`config.mk`:
```
export PLATFORM = sky130hd
export DESIGN_NAME = blob_extreme_point_tracker_core
export DESIGN_NICKNAME = d
export VERILOG_FILES = /design/src/bept_pkg.sv /design/src/bept_tracker.sv /design/src/bept_report.sv /design/src/blob_extreme_point_tracker_core.sv
export SDC_FILE = /design/constraint.sdc
export NUM_CORES = 1
export LEC_CHECK = 0
export ABC_CLOCK_PERIOD_IN_PS = 12200
export BUFFER_PORTS_ARGS = -buffer_cell sky130_fd_sc_hd__buf_4
export CORE_ASPECT_RATIO = 0.5
export CORE_MARGIN = 3
export CORE_UTILIZATION = 63
export DETAILED_ROUTE_END_ITERATION = 8
export PLACE_DENSITY = 0.81
export SLEW_MARGIN = 15
export SYNTH_ARGS = -nofsm -noshare
export SYNTH_HDL_FRONTEND = slang
export SYNTH_HIERARCHICAL = 1
export SYNTH_SLANG_ARGS = --single-unit
```
`constraint.sdc`:
```
create_clock -name clk -period 12.2 [get_ports clk]
set_input_delay 1.22 -clock clk [delete_from_list [all_inputs] [get_ports clk]]
set_output_delay 1.22 -clock clk [all_outputs]
set_load 0.02 [all_outputs]
```
`src/bept_pkg.sv`:
```
// Shared types, constants and helpers of the blob extreme-point tracker.
package bept_pkg;

	localparam int MAX_WIDTH   = 2048;
	localparam int MAX_HEIGHT  = 2048;
	localparam int SIZE_W      = 12;
	localparam int COORD_W     = 11;
	localparam int PIXEL_W     = 8;
	localparam int NUM_CORNERS = 8;
	localparam int CORNER_W    = 3;
	localparam int CFG_IDX_W   = 2;

	localparam logic [PIXEL_W-1:0] FG_VALUE = 8'd255;

	localparam logic [CFG_IDX_W-1:0] REG_FRAME_WIDTH  = 2'd0;
	localparam logic [CFG_IDX_W-1:0] REG_FRAME_HEIGHT = 2'd1;

	localparam logic [CORNER_W-1:0] CORNER_LEFT_LAST    = 3'd0;
	localparam logic [CORNER_W-1:0] CORNER_LEFT_FIRST   = 3'd1;
	localparam logic [CORNER_W-1:0] CORNER_TOP_FIRST    = 3'd2;
	localparam logic [CORNER_W-1:0] CORNER_TOP_LAST     = 3'd3;
	localparam logic [CORNER_W-1:0] CORNER_RIGHT_FIRST  = 3'd4;
	localparam logic [CORNER_W-1:0] CORNER_RIGHT_LAST   = 3'd5;
	localparam logic [CORNER_W-1:0] CORNER_BOTTOM_LAST  = 3'd6;
	localparam logic [CORNER_W-1:0] CORNER_BOTTOM_FIRST = 3'd7;

	localparam logic [SIZE_W-1:0] WIDTH_RESET  = 12'd640;
	localparam logic [SIZE_W-1:0] HEIGHT_RESET = 12'd480;

	typedef struct packed {
		logic [COORD_W-1:0] x;
		logic [COORD_W-1:0] y;
	} bept_point_t;

	typedef bept_point_t [NUM_CORNERS-1:0] bept_points_t;

	// Frame report handed from the tracker to the report buffer.
	typedef struct packed {
		logic         done;
		logic         found;
		bept_points_t points;
	} bept_frame_t;

	// A size of zero acts as one, a size above the maximum acts as the maximum.
	function automatic logic [SIZE_W-1:0] eff_size(input logic [SIZE_W-1:0] v,
			input logic [SIZE_W-1:0] maxv);
		logic [SIZE_W-1:0] r;
		if (v == '0) begin
			r = {{(SIZE_W-1){1'b0}}, 1'b1};
		end else if (v > maxv) begin
			r = maxv;
		end else begin
			r = v;
		end
		return r;
	endfunction

endpackage

```
`src/bept_tracker.sv`:
```
// Column/row counters and the eight extreme-point registers of the tracker.
module bept_tracker (
	input  logic                          clk,
	input  logic                          arst_n,
	input  logic                          item_valid,
	input  logic [bept_pkg::PIXEL_W-1:0]  pixel,
	input  logic [bept_pkg::SIZE_W-1:0]   eff_width,
	input  logic [bept_pkg::SIZE_W-1:0]   eff_height,
	input  logic                          sink_free,
	output logic                          item_take,
	output bept_pkg::bept_frame_t         frame
);
	import bept_pkg::*;

	logic [COORD_W-1:0] col_q;
	logic [COORD_W-1:0] row_q;
	logic               any_q;
	bept_points_t       pts_q;
	bept_points_t       pts_d;
	logic               fg;
	logic               first;
	logic               row_end;
	logic               frame_end;
	bept_point_t        cur;

	assign fg        = (pixel == FG_VALUE);
	assign first     = !any_q;
	assign cur.x     = col_q;
	assign cur.y     = row_q;
	assign row_end   = ({1'b0, col_q} + 12'd1) >= eff_width;
	assign frame_end = row_end && (({1'b0, row_q} + 12'd1) >= eff_height);

	// The last pixel of a frame can only move on when the report buffer takes it.
	assign item_take = item_valid && (!frame_end || sink_free);

	// Eight parallel compares; "first" points need a strict improvement.
	always_comb begin
		pts_d = pts_q;
		if (fg) begin
			if (first || pts_q[CORNER_LEFT_FIRST].x > col_q) pts_d[CORNER_LEFT_FIRST] = cur;
			if (first || pts_q[CORNER_LEFT_LAST].x >= col_q) pts_d[CORNER_LEFT_LAST] = cur;
			if (first || pts_q[CORNER_TOP_FIRST].y > row_q) pts_d[CORNER_TOP_FIRST] = cur;
			if (first || pts_q[CORNER_TOP_LAST].y >= row_q) pts_d[CORNER_TOP_LAST] = cur;
			if (pts_q[CORNER_RIGHT_FIRST].x < col_q) pts_d[CORNER_RIGHT_FIRST] = cur;
			if (pts_q[CORNER_RIGHT_LAST].x <= col_q) pts_d[CORNER_RIGHT_LAST] = cur;
			if (pts_q[CORNER_BOTTOM_FIRST].y < row_q) pts_d[CORNER_BOTTOM_FIRST] = cur;
			if (pts_q[CORNER_BOTTOM_LAST].y <= row_q) pts_d[CORNER_BOTTOM_LAST] = cur;
		end
	end

	assign frame.done   = item_take && frame_end;
	assign frame.found  = any_q || fg;
	assign frame.points = pts_d;

	always_ff @(posedge clk or negedge arst_n) begin
		if (!arst_n) begin
			col_q <= '0;
			row_q <= '0;
			any_q <= 1'b0;
			pts_q <= '0;
		end else if (item_take) begin
			if (frame_end) begin
				col_q <= '0;
				row_q <= '0;
				any_q <= 1'b0;
				pts_q <= '0;
			end else begin
				any_q <= any_q || fg;
				pts_q <= pts_d;
				if (row_end) begin
					col_q <= '0;
					row_q <= row_q + 11'd1;
				end else begin
					col_q <= col_q + 11'd1;
				end
			end
		end
	end

`ifndef SYNTHESIS
	a_frame_restart: assert property (@(posedge clk) disable iff (!arst_n)
		frame.done |=> (col_q == '0) && (row_q == '0) && !any_q)
		else $error("tracker state not cleared after frame end");
`endif

endmodule

```
`src/bept_report.sv`:
```
// Report buffer that holds one frame's eight points and hands them out in order.
module bept_report (
	input  logic                              clk,
	input  logic                              arst_n,
	input  bept_pkg::bept_frame_t             frame,
	output logic                              free,
	output logic                              out_valid,
	input  logic                              out_ready,
	output logic [bept_pkg::CORNER_W-1:0]     corner_index,
	output logic [bept_pkg::COORD_W-1:0]      corner_x,
	output logic [bept_pkg::COORD_W-1:0]      corner_y,
	output logic                              found,
	output logic                              last_corner
);
	import bept_pkg::*;

	logic                valid_q;
	logic [CORNER_W-1:0] idx_q;
	logic                found_q;
	bept_points_t        pts_q;
	logic                take;
	logic                is_last;
	bept_point_t         sel;

	assign is_last = (idx_q == CORNER_BOTTOM_FIRST);
	assign take    = valid_q && out_ready;
	assign free    = !valid_q || (take && is_last);
	assign sel     = pts_q[idx_q];

	assign out_valid    = valid_q;
	assign corner_index = idx_q;
	assign corner_x     = found_q ? sel.x : '0;
	assign corner_y     = found_q ? sel.y : '0;
	assign found        = found_q;
	assign last_corner  = is_last;

	always_ff @(posedge clk or negedge arst_n) begin
		if (!arst_n) begin
			valid_q <= 1'b0;
			idx_q   <= '0;
		end else if (frame.done) begin
			valid_q <= 1'b1;
			idx_q   <= CORNER_LEFT_LAST;
		end else if (take) begin
			if (is_last) begin
				valid_q <= 1'b0;
			end else begin
				idx_q <= idx_q + 3'd1;
			end
		end
	end

	always_ff @(posedge clk) begin
		if (frame.done) begin
			found_q <= frame.found;
			pts_q   <= frame.points;
		end
	end

`ifndef SYNTHESIS
	a_step: assert property (@(posedge clk) disable iff (!arst_n)
		take && !is_last |=> valid_q && (idx_q == $past(idx_q) + 3'd1))
		else $error("report skipped or dropped a corner");
	a_hold: assert property (@(posedge clk) disable iff (!arst_n)
		valid_q && !out_ready |=> valid_q && $stable(idx_q) && $stable(found_q))
		else $error("report changed while stalled");
	a_no_overrun: assert property (@(posedge clk) disable iff (!arst_n)
		frame.done |-> free)
		else $error("frame report loaded over an unfinished one");
`endif

endmodule

```
`src/blob_extreme_point_tracker_core.sv`:
```
// Top level of the blob extreme-point tracker: config registers, input stage, tracker, report.
//
//  Channel   Direction  Handshake            Payload
//  in        request in in_valid/in_ready   pixel
//  out       result out out_valid/out_ready corner_index, corner_x, corner_y, found, last_corner
//  cfg       write      cfg_we               cfg_index, cfg_data
//
// One pixel is taken every cycle unless the input stalls; it waits in the input register
// and is then folded into the eight extreme-point registers, so throughput is one pixel/clock.
// At the last pixel of a frame the points are copied into the report buffer, which hands
// out its eight results one at a time while the next frame keeps streaming.
// Input stalls only when a frame ends before the previous report has drained (frames of
// fewer than eight pixels, or a stalled output side).
// Reset (arst_n low) restores a 640 x 480 frame size and empties every stage.
module blob_extreme_point_tracker_core (
	input  logic                              clk,
	input  logic                              arst_n,
	input  logic                              in_valid,
	output logic                              in_ready,
	input  logic [bept_pkg::PIXEL_W-1:0]      pixel,
	output logic                              out_valid,
	input  logic                              out_ready,
	output logic [bept_pkg::CORNER_W-1:0]     corner_index,
	output logic [bept_pkg::COORD_W-1:0]      corner_x,
	output logic [bept_pkg::COORD_W-1:0]      corner_y,
	output logic                              found,
	output logic                              last_corner,
	input  logic                              cfg_we,
	input  logic [bept_pkg::CFG_IDX_W-1:0]    cfg_index,
	input  logic [bept_pkg::SIZE_W-1:0]       cfg_data
);
	import bept_pkg::*;

	logic [SIZE_W-1:0]  frame_width_q;
	logic [SIZE_W-1:0]  frame_height_q;
	logic [SIZE_W-1:0]  eff_width;
	logic [SIZE_W-1:0]  eff_height;
	logic               valid_s1;
	logic [PIXEL_W-1:0] pixel_s1;
	logic               item_take;
	logic               report_free;
	bept_frame_t        frame;

	// Configuration registers; writes to unknown indexes are dropped.
	always_ff @(posedge clk or negedge arst_n) begin
		if (!arst_n) begin
			frame_width_q  <= WIDTH_RESET;
			frame_height_q <= HEIGHT_RESET;
		end else if (cfg_we) begin
			case (cfg_index)
				REG_FRAME_WIDTH:  frame_width_q  <= cfg_data;
				REG_FRAME_HEIGHT: frame_height_q <= cfg_data;
				default: ;
			endcase
		end
	end

	// Out-of-range sizes are clamped into the supported range.
	assign eff_width  = eff_size(frame_width_q, SIZE_W'(MAX_WIDTH));
	assign eff_height = eff_size(frame_height_q, SIZE_W'(MAX_HEIGHT));

	// The input register refills in the same cycle it hands its pixel on.
	assign in_ready = !valid_s1 || item_take;

	always_ff @(posedge clk or negedge arst_n) begin
		if (!arst_n) begin
			valid_s1 <= 1'b0;
		end else if (in_ready) begin
			valid_s1 <= in_valid;
		end
	end

	always_ff @(posedge clk) begin
		if (in_ready && in_valid) begin
			pixel_s1 <= pixel;
		end
	end

	bept_tracker u_tracker (
		.clk        (clk),
		.arst_n     (arst_n),
		.item_valid (valid_s1),
		.pixel      (pixel_s1),
		.eff_width  (eff_width),
		.eff_height (eff_height),
		.sink_free  (report_free),
		.item_take  (item_take),
		.frame      (frame)
	);

	bept_report u_report (
		.clk          (clk),
		.arst_n       (arst_n),
		.frame        (frame),
		.free         (report_free),
		.out_valid    (out_valid),
		.out_ready    (out_ready),
		.corner_index (corner_index),
		.corner_x     (corner_x),
		.corner_y     (corner_y),
		.found        (found),
		.last_corner  (last_corner)
	);

`ifndef SYNTHESIS
	a_s1_hold: assert property (@(posedge clk) disable iff (!arst_n)
		valid_s1 && !item_take |=> valid_s1 && $stable(pixel_s1))
		else $error("input register lost a waiting pixel");
	a_take_valid: assert property (@(posedge clk) disable iff (!arst_n)
		item_take |-> valid_s1)
		else $error("tracker consumed an empty input register");
`endif

endmodule
```
==> reports/qor.txt <==
Avg WL per Cell -> 27.71 um
clock group share of total power -> 0.258
Die Span X -> 263.2 um
dominant synthesized flop cell -> dfrtp_1
P_leak -> 9.304 nW
RSZ-0062 raised after global routing -> no
area leader, netlist -> dfrtp_1
Worst Setup End Kind -> primary output
I/O pin cnt -> 56
maximum VDD drop -> 144.5 uV
critical-path cell list -> ha_1 -> nand3_1 -> nor4_1 -> nand3_1 -> xnor2_1 -> ha_1 -> and4_4 -> o2111ai_4 -> nor2_1 -> a2bb2oi_1 -> o21ai_2 -> buf_4 -> inv_2 -> nand2b_1 -> buf_4
final total power -> 4.792 mW
Max-Cap Viols -> 0
Final #Nets -> 1834
drt initial violations -> 1802
global route total overflow -> 0
Final min period -> 5.998 ns
Starting Density -> 0.6486
CTS tree -> yes
Worst EP arrival -> 4.78 ns
WS Path Type -> reg -> out
H-Tree Depth -> 2
number of antenna violations at the first check in global routing -> 0
Final GP Congestion -> 0.8955
pin count of the biggest net entering global routing -> 162
Final Hold Vio Count -> 0
detailed-route DRC error count -> 0
final worst-path cycle share -> 0.4916
number of synthesized flops with an enable pin -> 185
P&R area growth vs syn -> 9.040%
Synth async-reset ratio -> 0.5521
ANT cells -> 0
Power Dens Cells -> 211.0 nW/um^2
Via Count -> 15.11k
status -> complete, no violations
first-pass GRT wire length -> 90930 um
Final Core Density -> 0.7073
worst hold slack -> 0.4883 ns
Overall Global Routing Usage -> 0.3382
vias in the first global route -> 15.42k
CTS Sinks -> 413
Die Ht -> 134.6 um
Slowest-stage cell, CP -> dfrtp_1
critical path buffer and inverter count -> 3
switching share of power -> 0.3557
FMAX -> 166.7 MHz
net switching power -> 1.705 mW
Comb pwr share -> 0.327
drt total wl -> 59690 um
clock root cell -> clkbuf_16
critical path's largest stage delay -> 0.86 ns
Net Count, Synth -> 1833
WP data required -> 10.98 ns
clk buf depth -> 3
Slew Limit Headroom -> 0.2059
Yosys reg bits -> 413
Clock Skew -> 0.02751 ns
Final TNS setup -> 0 ns
Post-Syn Instances -> 1692
synth top area cells -> dfrtp_1 27%, edfxtp_1 27%, ha_1 6.8%
worst hold path class -> reg -> reg
CORE AREA -> 32120 sq um
Warnings, synthesis -> 6
Setup Fix Bufs, Post-CTS -> 0
Pins Over Slew Limit -> 0
drt first pass iters -> 6
TritonCTS buffer count -> 38
Clock transition at path regs -> 0.06 ns
input/output buffers -> 55
Yosys cell types -> 73
via/cell ratio -> 7.016
Max FO, Critical Path -> 23
share of layout cells above drive strength 1 -> 0.1789
die area -> 35420 sq um
post-synthesis cell area -> 20830 sq um
remaining antenna violation count -> 0
clk_lat worst skew -> 0.56 ns
worst-margin pin slew -> 1.187 ns
hpwl dp -> 36260 um
post-synth top area share -> 0.2667
synthesized area per cell -> 12.31 sq um
CTS-repair resized insts -> 0
hold buffers post-CTS -> 0
P_int -> 3.087 mW
Final Setup Violations -> 0
crit start category -> register
Top Family by Delay on Critical Path -> simple AND/OR/NAND/NOR gates
part of the power in registers -> 0.415
# rows -> 46
register area share after synthesis -> 0.5409
Yosys cell counts, drive strengths merged (18+ instances only):
cell and n:
dfrtp 222, edfxtp 185, o21ai 180, nand2 163
mux2 121, ha 114, o2bb2ai 88, a22o 87
clkbuf 73, inv 71, buf 47, a21oi 37
nor2 36, nor2b 31, mux2i 24, a221oi 23
mux4 22, nand3 18
logic make-up (layout without fill, tap and decap cells):
| group | count (synthesis) | count (layout) | synth area share |
|---|---|---|---|
| buffers and inverters | 200 | 230 | 0.04637 |
| muxes | 167 | 167 | 0.1013 |
| adders and majority gates | 114 | 114 | 0.06847 |
| DFF | 413 | 413 | 0.5409 |
| and+or+nand+nor | 314 | 314 | 0.07244 |
| AOI/OAI and AO/OA | 466 | 466 | 0.1630 |
| xor gates and xnor gates | 18 | 18 | 0.007568 |
worst register-to-register path, cell delays in order, from the launching register on:
cell and delay, ns:
dfrtp_1 0.86, ha_1 0.35, nand3_1 0.17, nor4_1 0.55
nand3_1 0.17, xnor2_1 0.17, ha_1 0.32, and4_4 0.17
o2111ai_4 0.13, nor2_1 0.06, a2bb2oi_1 0.30, nand3_1 0.48
nor2_4 0.67, buf_12 0.54
per-stage QoR:
step,instance area (sq um),instances,worst slack [ns]
6_report,22710,2154,6.202
5_1_grt,22710,2154,5.915
4_1_cts,22710,2154,6.277
3_5_place_dp,21460,2085,6.634
3_3_place_gp,21460,2085,6.827
2_1_floorplan,20830,1692,1.128
sequential cells by signal, indices dropped and copies added (netlist names):
signal                 count
u_report/pts_q           176
u_tracker/pts_q          176
frame_height_q            12
frame_width_q             12
u_tracker/col_q           11
u_tracker/row_q           11
pixel_s1                   8
u_report/corner_index      3
u_report/found             1
u_report/out_valid         1
u_tracker/any_q            1
valid_s1                   1
cell type report:
type | instances | area, sq um
sequential | 413 | 11270
fill | 2162 | 9402
multi-input combinational | 1079 | 8713
clock buffer | 59 | 1101
timing repair buffer | 81 | 628.1
tap | 432 | 540.5
inverter | 80 | 300.3
clock inverter | 10 | 157.7
routing by layer:
metal / share of wire / global-route usage / vias up
met5: 0 / 0 / -
met4: 0.044 / 0.1485 / 0
met3: 0.11 / 0.09212 / 245
met2: 0.45 / 0.5219 / 1003
met1: 0.39 / 0.4574 / 7540
li1: - / - / 6324
path summary, 6_finish.rpt:
path                       slack, ns  cells past startpoint           startpoint                   end
max reg2reg                     6.51                     13   u_tracker/row_q[0]    u_report/pts_q[33]
min                             0.49                      1  u_tracker/pts_q[90]   u_tracker/pts_q[90]
max in group asynchronous      10.03                      2               arst_n  u_tracker/pts_q[111]
max                             6.20                     15   u_tracker/row_q[0]              in_ready
min reg2reg                     0.49                      1  u_tracker/pts_q[90]   u_tracker/pts_q[90]
min in group asynchronous       0.70                      1               arst_n  u_tracker/pts_q[168]
layout by cell type, fill, tap and decap left out, types with 5 or more instances in the layout:
| master | n |
|---|---|
| edfxtp_1 | 185 |
| a211oi_1 | 8 |
| nand2_1 | 162 |
| mux4_2 | 19 |
| nand3_1 | 18 |
| nor3_1 | 8 |
| inv_1 | 70 |
| nor2_1 | 32 |
| mux2_2 | 101 |
| xnor2_1 | 15 |
| o21ai_1 | 10 |
| and3_1 | 12 |
| a221oi_2 | 17 |
| clkinv_1 | 10 |
| mux2i_1 | 24 |
| dfrtp_1 | 220 |
| nand2b_1 | 8 |
| o31ai_1 | 5 |
| ha_1 | 114 |
| a21oi_1 | 36 |
| nor2b_1 | 31 |
| a21o_1 | 12 |
| buf_4 | 79 |
| mux2_1 | 20 |
| o2bb2ai_1 | 88 |
| a22o_1 | 87 |
| nand4_1 | 15 |
| clkbuf_8 | 5 |
| clkbuf_16 | 39 |
| o21ai_4 | 6 |
| nor4_1 | 6 |
| clkbuf_1 | 15 |
| a221oi_1 | 6 |
| dfstp_2 | 6 |
| o21ai_0 | 163 |
power by group through the flow:
| stage | sequential (mW) | clock (mW) | combinational [mW] |
|---|---|---|---|
| floorplan | 1.84 | 0 | 1.19 |
| CTS | 1.97 | 1.24 | 1.55 |
| global route | 2.01 | 1.30 | 1.71 |
| global placement | 1.98 | 0 | 1.47 |
| finish | 1.99 | 1.23 | 1.57 |
| detailed placement | 1.99 | 0 | 1.53 |
Note: power is estimated with default switching activity, not from simulation.
